[src/dfu_pkg.sv]
// Shared types and constants of the digitizer fragment unpacker.
// No dependencies; every other file in src refers to this package by scoped names.
package dfu_pkg;

    localparam int WORD_W        = 16;
    localparam int OFFSET_W      = 8;
    localparam int TIME_W        = 48;
    localparam int SIZE_W        = 32;
    localparam int POSITION_W    = 6;

    localparam int OFS_PAYLOAD_HI = 27;
    localparam int OFS_CHANNEL    = 31;
    localparam int OFS_TIME0      = 32;
    localparam int OFS_TIME1      = 33;
    localparam int OFS_TIME2      = 34;
    localparam int OFS_ENERGY     = 41;
    localparam int OFS_SAMPLES    = 48;

    localparam logic [SIZE_W-1:0] SIZE_RESET = 32'd166;

    // Hand-over of a completed good fragment from the parser to the emitter.
    typedef struct packed {
        logic              start;
        logic              bank;
        logic [WORD_W-1:0] channel;
        logic [WORD_W-1:0] energy;
        logic [TIME_W-1:0] timestamp;
    } emit_req_t;

endpackage

[src/dfu_sample_mem.sv]
// Two-bank waveform sample memory, one write port and one registered read port.
// Depends on dfu_pkg for the word width.
module dfu_sample_mem #(
    parameter int ADDR_W = 7
) (
    input  logic                       aclk,
    input  logic                       wr_en,
    input  logic [ADDR_W-1:0]          wr_addr,
    input  logic [dfu_pkg::WORD_W-1:0] wr_data,
    input  logic                       rd_en,
    input  logic [ADDR_W-1:0]          rd_addr,
    output logic [dfu_pkg::WORD_W-1:0] rd_data
);

    logic [dfu_pkg::WORD_W-1:0] mem [2**ADDR_W];
    logic [dfu_pkg::WORD_W-1:0] rd_data_reg;

    always_ff @(posedge aclk) begin
        if (wr_en) begin
            mem[wr_addr] <= wr_data;
        end
    end

    always_ff @(posedge aclk) begin
        if (rd_en) begin
            rd_data_reg <= mem[rd_addr];
        end
    end

    assign rd_data = rd_data_reg;

endmodule

[src/dfu_parser.sv]
// Word parser: tracks buffer and fragment position, checks the payload size,
// captures header fields and writes samples into the sample memory. Depends on dfu_pkg.
module dfu_parser #(
    parameter int FRAGMENT_LENGTH = 190,
    parameter int SAMPLE_COUNT    = 64,
    parameter int SAMPLE_AW       = 6
) (
    input  logic                         aclk,
    input  logic                         aresetn,
    input  logic                         word_accept,
    input  logic [dfu_pkg::WORD_W-1:0]   data_word,
    input  logic                         buffer_first,
    input  logic                         buffer_last,
    input  logic [dfu_pkg::SIZE_W-1:0]   expected_size,
    input  logic                         emit_busy,
    output logic                         word_ready,
    output logic                         mem_wr_en,
    output logic [SAMPLE_AW:0]           mem_wr_addr,
    output dfu_pkg::emit_req_t           emit_req
);

    localparam int SAMPLE_END = dfu_pkg::OFS_SAMPLES + 2 * SAMPLE_COUNT;
    localparam logic [dfu_pkg::OFFSET_W-1:0] LAST_OFS = dfu_pkg::OFFSET_W'(FRAGMENT_LENGTH - 1);

    logic [dfu_pkg::OFFSET_W-1:0] word_offset_reg, word_offset_next;
    logic                         in_buffer_reg, in_buffer_next;
    logic                         good_reg, good_next;
    logic                         bank_reg, bank_next;
    logic [dfu_pkg::WORD_W-1:0]   low_half_reg;
    logic [dfu_pkg::WORD_W-1:0]   channel_reg;
    logic [dfu_pkg::WORD_W-1:0]   energy_reg;
    logic [dfu_pkg::TIME_W-1:0]   time_reg;

    logic                         active;
    logic                         good_now;
    logic                         size_ok;
    logic                         at_end;
    logic [dfu_pkg::OFFSET_W-1:0] sample_rel;

    assign active     = word_accept && !buffer_first && in_buffer_reg;
    assign good_now   = (word_offset_reg == '0) ? 1'b0 : good_reg;
    assign size_ok    = ({data_word, low_half_reg} == expected_size);
    assign at_end     = (word_offset_reg >= LAST_OFS);
    assign sample_rel = word_offset_reg - dfu_pkg::OFFSET_W'(dfu_pkg::OFS_SAMPLES);

    // The word that closes a fragment waits while the previous fragment is still read out.
    assign word_ready = !(emit_busy && in_buffer_reg && word_offset_reg == LAST_OFS);

    assign mem_wr_en   = active && word_offset_reg >= dfu_pkg::OFFSET_W'(dfu_pkg::OFS_SAMPLES)
                         && word_offset_reg < dfu_pkg::OFFSET_W'(SAMPLE_END)
                         && !word_offset_reg[0];
    assign mem_wr_addr = {bank_reg, sample_rel[SAMPLE_AW:1]};

    always_comb begin
        word_offset_next = word_offset_reg;
        in_buffer_next   = in_buffer_reg;
        good_next        = good_reg;
        bank_next        = bank_reg;
        emit_req.start     = 1'b0;
        emit_req.bank      = bank_reg;
        emit_req.channel   = channel_reg;
        emit_req.energy    = energy_reg;
        emit_req.timestamp = time_reg;
        if (word_accept && buffer_first) begin
            in_buffer_next   = !buffer_last;
            word_offset_next = '0;
            good_next        = 1'b0;
        end else if (active) begin
            good_next = good_now;
            if (word_offset_reg == dfu_pkg::OFFSET_W'(dfu_pkg::OFS_PAYLOAD_HI)) begin
                good_next = size_ok;
            end
            if (word_offset_reg == dfu_pkg::OFFSET_W'(dfu_pkg::OFS_PAYLOAD_HI) && !size_ok) begin
                in_buffer_next   = 1'b0;
                word_offset_next = '0;
            end else begin
                if (at_end) begin
                    emit_req.start   = good_now;
                    bank_next        = bank_reg ^ good_now;
                    good_next        = 1'b0;
                    word_offset_next = '0;
                end else begin
                    word_offset_next = word_offset_reg + 1'b1;
                end
                if (buffer_last) begin
                    in_buffer_next   = 1'b0;
                    word_offset_next = '0;
                    good_next        = 1'b0;
                end
            end
        end
    end

    always_ff @(posedge aclk) begin
        if (!aresetn) begin
            word_offset_reg <= '0;
            in_buffer_reg   <= 1'b0;
            good_reg        <= 1'b0;
            bank_reg        <= 1'b0;
        end else begin
            word_offset_reg <= word_offset_next;
            in_buffer_reg   <= in_buffer_next;
            good_reg        <= good_next;
            bank_reg        <= bank_next;
        end
    end

    always_ff @(posedge aclk) begin
        if (!aresetn) begin
            low_half_reg <= '0;
            channel_reg  <= '0;
            energy_reg   <= '0;
            time_reg     <= '0;
        end else if (active) begin
            low_half_reg <= data_word;
            case (word_offset_reg)
                dfu_pkg::OFFSET_W'(dfu_pkg::OFS_CHANNEL): channel_reg      <= data_word;
                dfu_pkg::OFFSET_W'(dfu_pkg::OFS_TIME0):   time_reg[15:0]   <= data_word;
                dfu_pkg::OFFSET_W'(dfu_pkg::OFS_TIME1):   time_reg[31:16]  <= data_word;
                dfu_pkg::OFFSET_W'(dfu_pkg::OFS_TIME2):   time_reg[47:32]  <= data_word;
                dfu_pkg::OFFSET_W'(dfu_pkg::OFS_ENERGY):  energy_reg       <= data_word;
                default: ;
            endcase
        end
    end

endmodule

[src/dfu_emitter.sv]
// Read-out engine: walks one bank of the sample memory and drives the result registers.
// Depends on dfu_pkg; the sample value comes straight from the memory's read register.
module dfu_emitter #(
    parameter int SAMPLE_COUNT = 64,
    parameter int SAMPLE_AW    = 6
) (
    input  logic                          aclk,
    input  logic                          aresetn,
    input  dfu_pkg::emit_req_t            emit_req,
    output logic                          emit_busy,
    output logic                          rd_en,
    output logic [SAMPLE_AW:0]            rd_addr,
    input  logic                          m_ready,
    output logic                          m_valid,
    output logic [dfu_pkg::WORD_W-1:0]    m_hit_channel,
    output logic [dfu_pkg::WORD_W-1:0]    m_hit_energy,
    output logic [dfu_pkg::TIME_W-1:0]    m_hit_time,
    output logic [dfu_pkg::POSITION_W-1:0] m_sample_position,
    output logic                          m_hit_last
);

    localparam int CW = $clog2(SAMPLE_COUNT + 1);

    logic [CW-1:0]              count_reg;
    logic [SAMPLE_AW-1:0]       index_reg;
    dfu_pkg::emit_req_t         meta_reg;
    logic                       valid_reg;
    logic [dfu_pkg::WORD_W-1:0] channel_reg;
    logic [dfu_pkg::WORD_W-1:0] energy_reg;
    logic [dfu_pkg::TIME_W-1:0] time_reg;
    logic [dfu_pkg::POSITION_W-1:0] position_reg;
    logic                       last_reg;

    assign emit_busy = (count_reg != '0);
    assign rd_en     = emit_busy && (!valid_reg || m_ready);
    assign rd_addr   = {meta_reg.bank, index_reg};

    always_ff @(posedge aclk) begin
        if (!aresetn) begin
            count_reg <= '0;
            index_reg <= '0;
            valid_reg <= 1'b0;
        end else begin
            if (emit_req.start) begin
                count_reg <= CW'(SAMPLE_COUNT);
                index_reg <= '0;
            end else if (rd_en) begin
                count_reg <= count_reg - 1'b1;
                index_reg <= index_reg + 1'b1;
            end
            if (rd_en) begin
                valid_reg <= 1'b1;
            end else if (m_ready) begin
                valid_reg <= 1'b0;
            end
        end
    end

    always_ff @(posedge aclk) begin
        if (emit_req.start) begin
            meta_reg <= emit_req;
        end
        if (rd_en) begin
            channel_reg  <= meta_reg.channel;
            energy_reg   <= meta_reg.energy;
            time_reg     <= meta_reg.timestamp;
            position_reg <= dfu_pkg::POSITION_W'(index_reg);
            last_reg     <= (count_reg == CW'(1));
        end
    end

    assign m_valid           = valid_reg;
    assign m_hit_channel     = channel_reg;
    assign m_hit_energy      = energy_reg;
    assign m_hit_time        = time_reg;
    assign m_sample_position = position_reg;
    assign m_hit_last        = last_reg;

endmodule

[src/digitizer_fragment_unpacker_top.sv]
// Top level of the digitizer fragment unpacker: configuration register, parser,
// sample memory and read-out engine. Depends on dfu_pkg and the three dfu_ modules.

// The block takes one buffer word per cycle while s_ready is high. A good fragment of
// FRAGMENT_LENGTH words gives SAMPLE_COUNT results, one per cycle while m_ready is high,
// read from a two-bank sample memory so that the next fragment fills one bank while the
// other is read out. Input is held off only on the closing word of a fragment whose
// predecessor is still being read out, so with a ready sink the input runs at one word
// per cycle. The hand-over is registered in the read-out engine before samples are read.
module digitizer_fragment_unpacker_top #(
    parameter int FRAGMENT_LENGTH = 190,
    parameter int SAMPLE_COUNT    = 64
) (
    input  logic                            aclk,
    input  logic                            aresetn,
    input  logic                            cfg_valid,
    output logic                            cfg_ready,
    input  logic [dfu_pkg::SIZE_W-1:0]      cfg_data,
    input  logic                            s_valid,
    output logic                            s_ready,
    input  logic [dfu_pkg::WORD_W-1:0]      s_data_word,
    input  logic                            s_buffer_first,
    input  logic                            s_buffer_last,
    output logic                            m_valid,
    input  logic                            m_ready,
    output logic [dfu_pkg::WORD_W-1:0]      m_hit_channel,
    output logic [dfu_pkg::WORD_W-1:0]      m_hit_energy,
    output logic [dfu_pkg::TIME_W-1:0]      m_hit_time,
    output logic [dfu_pkg::POSITION_W-1:0]  m_sample_position,
    output logic [dfu_pkg::WORD_W-1:0]      m_sample_value,
    output logic                            m_hit_last
);

    localparam int SAMPLE_AW = (SAMPLE_COUNT > 1) ? $clog2(SAMPLE_COUNT) : 1;

    logic [dfu_pkg::SIZE_W-1:0] expected_size_reg;
    logic                       word_accept;
    logic                       emit_busy;
    logic                       mem_wr_en;
    logic [SAMPLE_AW:0]         mem_wr_addr;
    logic                       rd_en;
    logic [SAMPLE_AW:0]         rd_addr;
    dfu_pkg::emit_req_t         emit_req;

    assign cfg_ready   = 1'b1;
    assign word_accept = s_valid && s_ready;

    always_ff @(posedge aclk) begin
        if (!aresetn) begin
            expected_size_reg <= dfu_pkg::SIZE_RESET;
        end else if (cfg_valid) begin
            expected_size_reg <= cfg_data;
        end
    end

    dfu_parser #(
        .FRAGMENT_LENGTH (FRAGMENT_LENGTH),
        .SAMPLE_COUNT    (SAMPLE_COUNT),
        .SAMPLE_AW       (SAMPLE_AW)
    ) u_parser (
        .aclk          (aclk),
        .aresetn       (aresetn),
        .word_accept   (word_accept),
        .data_word     (s_data_word),
        .buffer_first  (s_buffer_first),
        .buffer_last   (s_buffer_last),
        .expected_size (expected_size_reg),
        .emit_busy     (emit_busy),
        .word_ready    (s_ready),
        .mem_wr_en     (mem_wr_en),
        .mem_wr_addr   (mem_wr_addr),
        .emit_req      (emit_req)
    );

    dfu_sample_mem #(
        .ADDR_W (SAMPLE_AW + 1)
    ) u_sample_mem (
        .aclk    (aclk),
        .wr_en   (mem_wr_en),
        .wr_addr (mem_wr_addr),
        .wr_data (s_data_word),
        .rd_en   (rd_en),
        .rd_addr (rd_addr),
        .rd_data (m_sample_value)
    );

    dfu_emitter #(
        .SAMPLE_COUNT (SAMPLE_COUNT),
        .SAMPLE_AW    (SAMPLE_AW)
    ) u_emitter (
        .aclk              (aclk),
        .aresetn           (aresetn),
        .emit_req          (emit_req),
        .emit_busy         (emit_busy),
        .rd_en             (rd_en),
        .rd_addr           (rd_addr),
        .m_ready           (m_ready),
        .m_valid           (m_valid),
        .m_hit_channel     (m_hit_channel),
        .m_hit_energy      (m_hit_energy),
        .m_hit_time        (m_hit_time),
        .m_sample_position (m_sample_position),
        .m_hit_last        (m_hit_last)
    );

    // A new fragment is only handed over once the previous read-out has been issued.
    a_start_when_idle: assert property (@(posedge aclk) disable iff (!aresetn)
        emit_req.start |-> !emit_busy)
        else $error("fragment handed over while read-out busy");

    // The filling bank and the bank being read are never the same.
    a_bank_split: assert property (@(posedge aclk) disable iff (!aresetn)
        (mem_wr_en && rd_en) |-> (mem_wr_addr[SAMPLE_AW] != rd_addr[SAMPLE_AW]))
        else $error("sample write and read in the same bank");

    a_last_position: assert property (@(posedge aclk) disable iff (!aresetn)
        (m_valid && m_hit_last) |->
            (m_sample_position == dfu_pkg::POSITION_W'(SAMPLE_COUNT - 1)))
        else $error("final result carries the wrong sample position");

endmodule
[config.mk]
export PLATFORM = sky130hd
export DESIGN_NAME = digitizer_fragment_unpacker_top
export DESIGN_NICKNAME = d
export VERILOG_FILES = /design/src/dfu_pkg.sv /design/src/dfu_sample_mem.sv /design/src/dfu_parser.sv /design/src/dfu_emitter.sv /design/src/digitizer_fragment_unpacker_top.sv
export SDC_FILE = /design/constraint.sdc
export NUM_CORES = 2
export LEC_CHECK = 0
export BUFFER_PORTS_ARGS = -buffer_cell sky130_fd_sc_hd__buf_4
export CAP_MARGIN = 20
export CORE_ASPECT_RATIO = 0.6
export CORE_MARGIN = 2
export CORE_UTILIZATION = 35
export CTS_CLUSTER_DIAMETER = 150
export DETAILED_ROUTE_END_ITERATION = 8
export GPL_TIMING_DRIVEN = 0
export PLACE_DENSITY = 0.49
export SLEW_MARGIN = 20
export SYNTH_ARGS = -nofsm -noshare
export SYNTH_HDL_FRONTEND = slang
export SYNTH_SLANG_ARGS = --single-unit
export TNS_END_PERCENT = 50
[constraint.sdc]
create_clock -name aclk -period 6.25 [get_ports aclk]
set_input_delay 0.3125 -clock aclk [delete_from_list [all_inputs] [get_ports aclk]]
set_output_delay 0.3125 -clock aclk [all_outputs]
set_load 0.03 [all_outputs]
# --- After elaboration in Yosys (flattened, before gate mapping) ---
# Memories as Yosys holds them, arrays and structs flattened. A register that Yosys moved wholly into a read port is not among the register bits.
# Index checks and enable logic that the tools add are counted.
word_totals:
  ff_bits: 321
  out_inout_bits: 106
  ramBits: 2048
  in_bits: 55
  word_cells: 100
  n_memories: 1
mem_list:
  columns: ["memory", "depth", "width", "rd", "rd_clocked_by_memory_dff", "write_ports", "line", "text"]
  rows:
  - ["u_sample_mem.mem", 128, 16, 1, 1, 1, "dfu_sample_mem.sv:15", "logic [dfu_pkg::WORD_W-1:0] mem [2**ADDR_W];"]
classes:
  order_cmp: 3
  mux: 22
  n_eq_ne: 9
  reduce_logical: 33
  n_addsub: 4
  n_bitwise: 4
op_table:
  columns: ["operator", "n"]
  rows:
  - ["== test 32 bit", 1]
  - ["== test 8 x 6 -> 1 bit, second input constant", 4]
  - ["2-to-1 mux 8 bit", 3]
  - ["2-to-1 mux 1 bit", 17]
  - ["== test 8 x 5 -> 1 bit, second input constant", 2]
  - ["2-to-1 mux 7 bit", 2]
  - ["AND reduction 2 bit", 6]
  - ["logical AND 1 bit", 11]
  - ["adder 8 x 1 -> 8 bit, second input constant", 1]
  - ["== test 8 bit, second input constant", 1]
  - ["greater-or-equal comparator 8 x 6 -> 1 bit, second input constant", 1]
  - ["greater-or-equal comparator 8 bit, second input constant", 1]
  - ["logical NOT 8 bit", 1]
  - ["less-than comparator 8 bit, second input constant", 1]
  - ["== test 7 x 1 -> 1 bit, second input constant", 1]
  - ["nonzero test 7 bit", 1]
  - ["subtractor 7 x 1 -> 7 bit, second input constant", 1]
  - ["subtractor 7 x 6 -> 7 bit, second input constant", 1]
  - ["adder 6 x 1 -> 6 bit, second input constant", 1]
  - ["logical NOT 1 bit", 6]
  - ["nonzero test 2 bit", 3]
  - ["AND reduction 4 bit", 1]
  - ["OR reduction 2 bit", 2]
  - ["inverter 1 bit", 3]
  - ["other kinds (3)", 3]

# --- Logic depth before layout (Yosys ltp) ---
depth:
  ltp_word: 12
  mapped_depth: 13

# --- Modules after synthesis ---
# A second synthesis with hierarchy kept.
hier_totals:
  hier_cells: 3994
  area_unflattened_um2: 90628.2
by_module_without_submodules:
  columns: ["mod", "cells_per_inst", "instances", "area_each_um2"]
  rows:
  - ["dfu_sample_mem", 3086, 1, 78683.0]
  - ["dfu_emitter", 247, 1, 5748.0]
  - ["dfu_parser", 555, 1, 4946.0]
  - ["digitizer_fragment_unpacker_top", 106, 1, 1251.2]

# --- Least setup slack after synthesis ---
# Ideal clock, no wire load.
synth_timing:
  path_type: "register -> register"
  startpoint: "register u_emitter.count_reg[0]"
  endpoint: "register u_emitter.count_reg[5]"
  path_stages_with_launch: 10
  arrival_time_ns: 4.776
  n_path_buf: 1
  path_slack_ns: 1.346
  cell_sequence: "dfxtp_1 > inv_1 > ha_1 > nand3_2 > and2_1 > clkbuf_1 > nand2_1 > nor3_1 > xnor2_1 > nor2_1"
synth_rtl:
  columns: ["element", "line", "text"]
  rows:
  - ["start, declared", "dfu_emitter.sv:24", "logic [CW-1:0] count_reg;"]
  - ["start signal, assigned", "dfu_emitter.sv:45", "count_reg <= CW'(SAMPLE_COUNT);"]
  - ["start signal, assigned", "dfu_emitter.sv:48", "count_reg <= count_reg - 1'b1;"]
  - ["nonzero test 7 bit", "dfu_emitter.sv:34", "assign emit_busy = (count_reg != '0);"]
  - ["logical AND 1 bit", "dfu_emitter.sv:35", "assign rd_en = emit_busy && (!valid_reg || m_ready);"]
  - ["net rd_en", "digitizer_fragment_unpacker_top.sv:41", "logic rd_en;"]
# The timed path passes the listed nets, and every way through them passes these cells.
# A chain may end at the register's enable or synchronous reset.

==> reports/summary.txt <==
================================================================================
Outcome                                                             finished clean
Standard-cell row count                                                      144
Net count after synthesis                                                   4513
Most common flop cell mapped by yosys                               sky130_fd_sc_hd__edfxtp_1
Total instance count after detailed placement                               8161
First-pass GRT wire length                                             466000 um
Type of the worst setup path                                        flop to flop
Tcrit/Tclk final                                                           98.4%
Initial core utilization                                                   35.3%
Slew of the pin with the lowest slew margin                              1.35 ns
P_sw                                                                     6.58 mW
Dpl hpwl                                                               244000 um
CTS root buffer                                                     sky130_fd_sc_hd__clkbuf_16
Via count of the first global-routing pass                                 47500
Clock latency at the later pin of the worst-skew pair                    0.94 ns
Number of nets with antenna violations after routing                           0
Endpoint, Worst Hold                                                u_parser.word_offset_reg[4]$_SDFFE_PP0P_
Number of unique standard cell types used by synthesis                        68
Switch share                                                               20.6%
Total Nets Final                                                            5075
Congestion Overflow GR                                                         0
Mapped cell area                                                      91000 um^2
Max reg flops                                                               2048
Floorplan die height                                                      399 um
Vias per inst                                                               5.97
First-iteration detailed-routing DRC count                                 10000
Number of antenna violations at the first check in global routing             35
Via Count                                                                  51500
Hold_sp                                                                  s_valid
Final weighted congestion of routability-driven global placement           0.997
Power share of the sequential group                                        54.6%
Number of standard cells in the final layout excluding fillers              8630
Sequential fraction of the synthesis area                                  77.0%
Area growth, synth to finish                                               19.0%
Worst reg-to-reg setup slack                                             0.10 ns
Die width                                                                 662 um
Global-route usage over all layers                                         26.7%
Achievable Freq                                                          163 MHz
Core Util, Final                                                           42.1%
Worst hold path class                                               primary input to flop
Final hold vios                                                                0
Cell internal pwr                                                        25.3 mW
TritonCTS sink count                                                        2385
Async set-or-reset flop fraction in the synthesized netlist                   0%
Final setup violation count                                                    0
Final total power                                                        31.9 mW
Input/output buffers                                                         157
Per-instance average area after synthesis                              20.5 um^2
Clock share of power                                                       43.9%
Total iterations of the first detailed-routing run                             5
Critical Path End Type                                                      flop
Fin Clk Skew                                                           0.0871 ns
Tightest slew margin relative to the limit                                 10.1%
Startpoint of the worst register-to-register path                   u_emitter.index_reg[1]$_SDFFE_PP0P_
Worst setup SP type                                                         flop
Final WL                                                               359000 um
Maximum VDD drop                                                        0.226 mV
Final setup TNS                                                             0 ns
Post-Syn Instances                                                          4451
Number of synthesis warnings                                                   0
Fraction of layout instances using a drive strength above 1                28.1%
R2r worst-path depth                                                          10
Overall die area                                                     264000 um^2
Capture instance of the worst register-to-register path             u_sample_mem.rd_data[15]$_DFFE_PP_
Hold Path Stages                                                               6
Portion of total power attributed to combinational logic                    1.5%
Number of pins with negative max-slew slack in the final report                0
Core Region                                                          258000 um^2
RSZ-0062 raised after global routing                                          no
P_leak                                                                   33.5 nW
Number of max-cap violations                                                   0
Number of buffers inserted during clock tree synthesis                       221
Number of levels in the clock H-tree                                           4
Data required, critical path                                             6.81 ns
Average detailed-routed wire length per instance                         41.6 um
Clock transition at the registers of the reported paths                  0.08 ns
Critical path fanouts, max                                                    10
Areal power density over the cells                                   295 nW/um^2
Number of enable-type register cells in the synthesized netlist             2232
Min cycle time layout                                                    6.15 ns
CP arrival                                                               6.71 ns
Max clock buf depth                                                            4
Maximum number of pins on one net before global-route repair                 130
Yosys reg bits                                                              2385
Number of I/O pins                                                           161
CTS tree                                                                   built
Remaining DRCs                                                                 0
================================================================================
[synthesized netlist by cell type (13+ instances only)]
cell type | n | area [um^2]
sky130_fd_sc_hd__o22ai_1 | 18 | 113
sky130_fd_sc_hd__buf_6 | 32 | 360
sky130_fd_sc_hd__inv_1 | 13 | 48.8
sky130_fd_sc_hd__nor2_1 | 180 | 676
sky130_fd_sc_hd__edfxtp_1 | 2232 | 67000
sky130_fd_sc_hd__nand2_1 | 232 | 871
sky130_fd_sc_hd__mux4_2 | 491 | 11100
sky130_fd_sc_hd__buf_4 | 40 | 300
sky130_fd_sc_hd__a21oi_1 | 89 | 445
sky130_fd_sc_hd__a21boi_1 | 30 | 225
sky130_fd_sc_hd__a31oi_1 | 18 | 113
sky130_fd_sc_hd__o221ai_1 | 52 | 455
sky130_fd_sc_hd__buf_1 | 17 | 63.8
sky130_fd_sc_hd__nand4_1 | 20 | 125
sky130_fd_sc_hd__clkbuf_1 | 109 | 409
sky130_fd_sc_hd__nor2b_1 | 79 | 494
sky130_fd_sc_hd__xnor2_1 | 39 | 342
sky130_fd_sc_hd__a21boi_0 | 35 | 263
sky130_fd_sc_hd__o21ai_0 | 59 | 295
sky130_fd_sc_hd__nand3_1 | 33 | 165
sky130_fd_sc_hd__nor3_1 | 23 | 115
sky130_fd_sc_hd__mux2_2 | 15 | 169
sky130_fd_sc_hd__buf_2 | 66 | 330
sky130_fd_sc_hd__dfxtp_1 | 153 | 3060
sky130_fd_sc_hd__mux2i_1 | 245 | 2450
[layout make-up]
cell class	count	area [um^2]
diodes	7	17.5
inverters	16	65.1
plain buffers	264	1540
multi-input cells	1786	20400
clock inverters	133	1330
fillers	22600	149000
flip-flops and latches	2385	70100
well taps	3431	4290
clock buffers	269	5900
repair buffers	339	4710
[metal layers]
| layer | vias up | wire [um] | part of all wire (%) | track usage [%] |
|---|---|---|---|---|
| met2 | 3673 | 140000 | 39 | 34.9 |
| met5 | - | 460 | 0.13 | 0.999 |
| met4 | 12 | 10300 | 2.9 | 7.11 |
| li1 | 19300 | - | - | - |
| met1 | 28000 | 156000 | 44 | 40.5 |
| met3 | 493 | 52400 | 15 | 10.9 |
[logic make-up (layout without fill, tap and decap cells)]
family | after synthesis | in the layout | synth area share, %
AO/OA/AOI/OAI | 373 | 373 | 2.74
AND/OR/NAND/NOR | 612 | 612 | 3.07
XOR/XNOR | 42 | 42 | 0.404
adder cells (fa/ha/maj) | 7 | 7 | 0.0962
flip-flops | 2385 | 2385 | 77.0
multiplexers | 751 | 751 | 15.0
other | 1 | 8 | 0.00412
buffers and inverters | 280 | 1021 | 1.67
[layout by cell type, fill, tap and decap left out, drive strengths merged, types with 8 or more instances in the layout]
cell	n
o21ai	65
clkbuf	378
clkinv	97
dlygate4sd3	55
nand2b	8
o22ai	18
nor2b	80
dfxtp	153
a22oi	8
nand2	232
a21boi	65
buf	439
a21oi	89
edfxtp	2232
mux2i	245
xnor2	39
nand4	20
nor2	183
mux2	15
a31oi	18
bufinv	27
a2111oi	12
nand3	34
inv	18
mux4	491
a211oi	12
o221ai	52
nor3	26
[stage by stage]
step | area, um^2 | hold slack [ns] | worst slack [ns]
final | 108000 | 0.117 | 0.101
after global routing | 108000 | 0.126 | 0.261
after CTS | 108000 | 0.000531 | 0.427
after detailed placement | 100000 | 0.405 | 0.470
after global placement | 96500 | 0.401 | -1.29
after floorplan | 91000 | 0.400 | 1.35
[how the worst max path moves through the flow]
| stage | startpoint | end | slack [ns] | cells past startpoint |
|---|---|---|---|---|
| floorplan | u_emitter.count_reg[0]$_SDFFE_PP0P_ | u_emitter.count_reg[5]$_SDFFE_PP0P_ | 1.35 | 9 |
| global placement | u_emitter.count_reg[0]$_SDFFE_PP0P_ | u_emitter.count_reg[5]$_SDFFE_PP0P_ | -1.29 | 9 |
| detailed placement | u_emitter.index_reg[1]$_SDFFE_PP0P_ | u_sample_mem.rd_data[15]$_DFFE_PP_ | 0.47 | 10 |
| CTS | u_emitter.index_reg[1]$_SDFFE_PP0P_ | u_sample_mem.rd_data[15]$_DFFE_PP_ | 0.43 | 10 |
| global route | u_emitter.index_reg[1]$_SDFFE_PP0P_ | u_sample_mem.rd_data[15]$_DFFE_PP_ | 0.26 | 10 |
| finish | u_emitter.index_reg[1]$_SDFFE_PP0P_ | u_sample_mem.rd_data[15]$_DFFE_PP_ | 0.10 | 10 |
[power by group through the flow]
| stage | sequential (mW) | clock (mW) | combinational [mW] |
|---|---|---|---|
| 4_1_cts | 17.4 | 14.1 | 0.457 |
| 5_1_grt | 17.4 | 14.7 | 0.496 |
| 3_5_place_dp | 17.8 | 0 | 0.428 |
| 3_3_place_gp | 17.8 | 0 | 0.381 |
| 6_report | 17.4 | 14.0 | 0.472 |
| 2_1_floorplan | 17.8 | 0 | 0.0776 |
[repair_timing]
item | CTS | global route
endpoints found under the hold margin | 633 | 133
gates resized for setup | 0 | 0
buffers inserted | 0 | 0
hold buffers | 52 | 3
setup endpoints to repair | 0 | 0
[critical path, stage by stage, from the launching register on]
cell	delay, ns
sky130_fd_sc_hd__dfxtp_1	0.39
sky130_fd_sc_hd__buf_4	0.26
sky130_fd_sc_hd__buf_2	0.50
sky130_fd_sc_hd__buf_2	0.66
sky130_fd_sc_hd__buf_2	0.57
sky130_fd_sc_hd__buf_2	0.68
sky130_fd_sc_hd__mux4_2	0.48
sky130_fd_sc_hd__a21oi_1	0.42
sky130_fd_sc_hd__o21ai_0	0.57
sky130_fd_sc_hd__a311oi_2	0.93
sky130_fd_sc_hd__a31oi_1	0.26
Power figures use the tool's default switching activity.
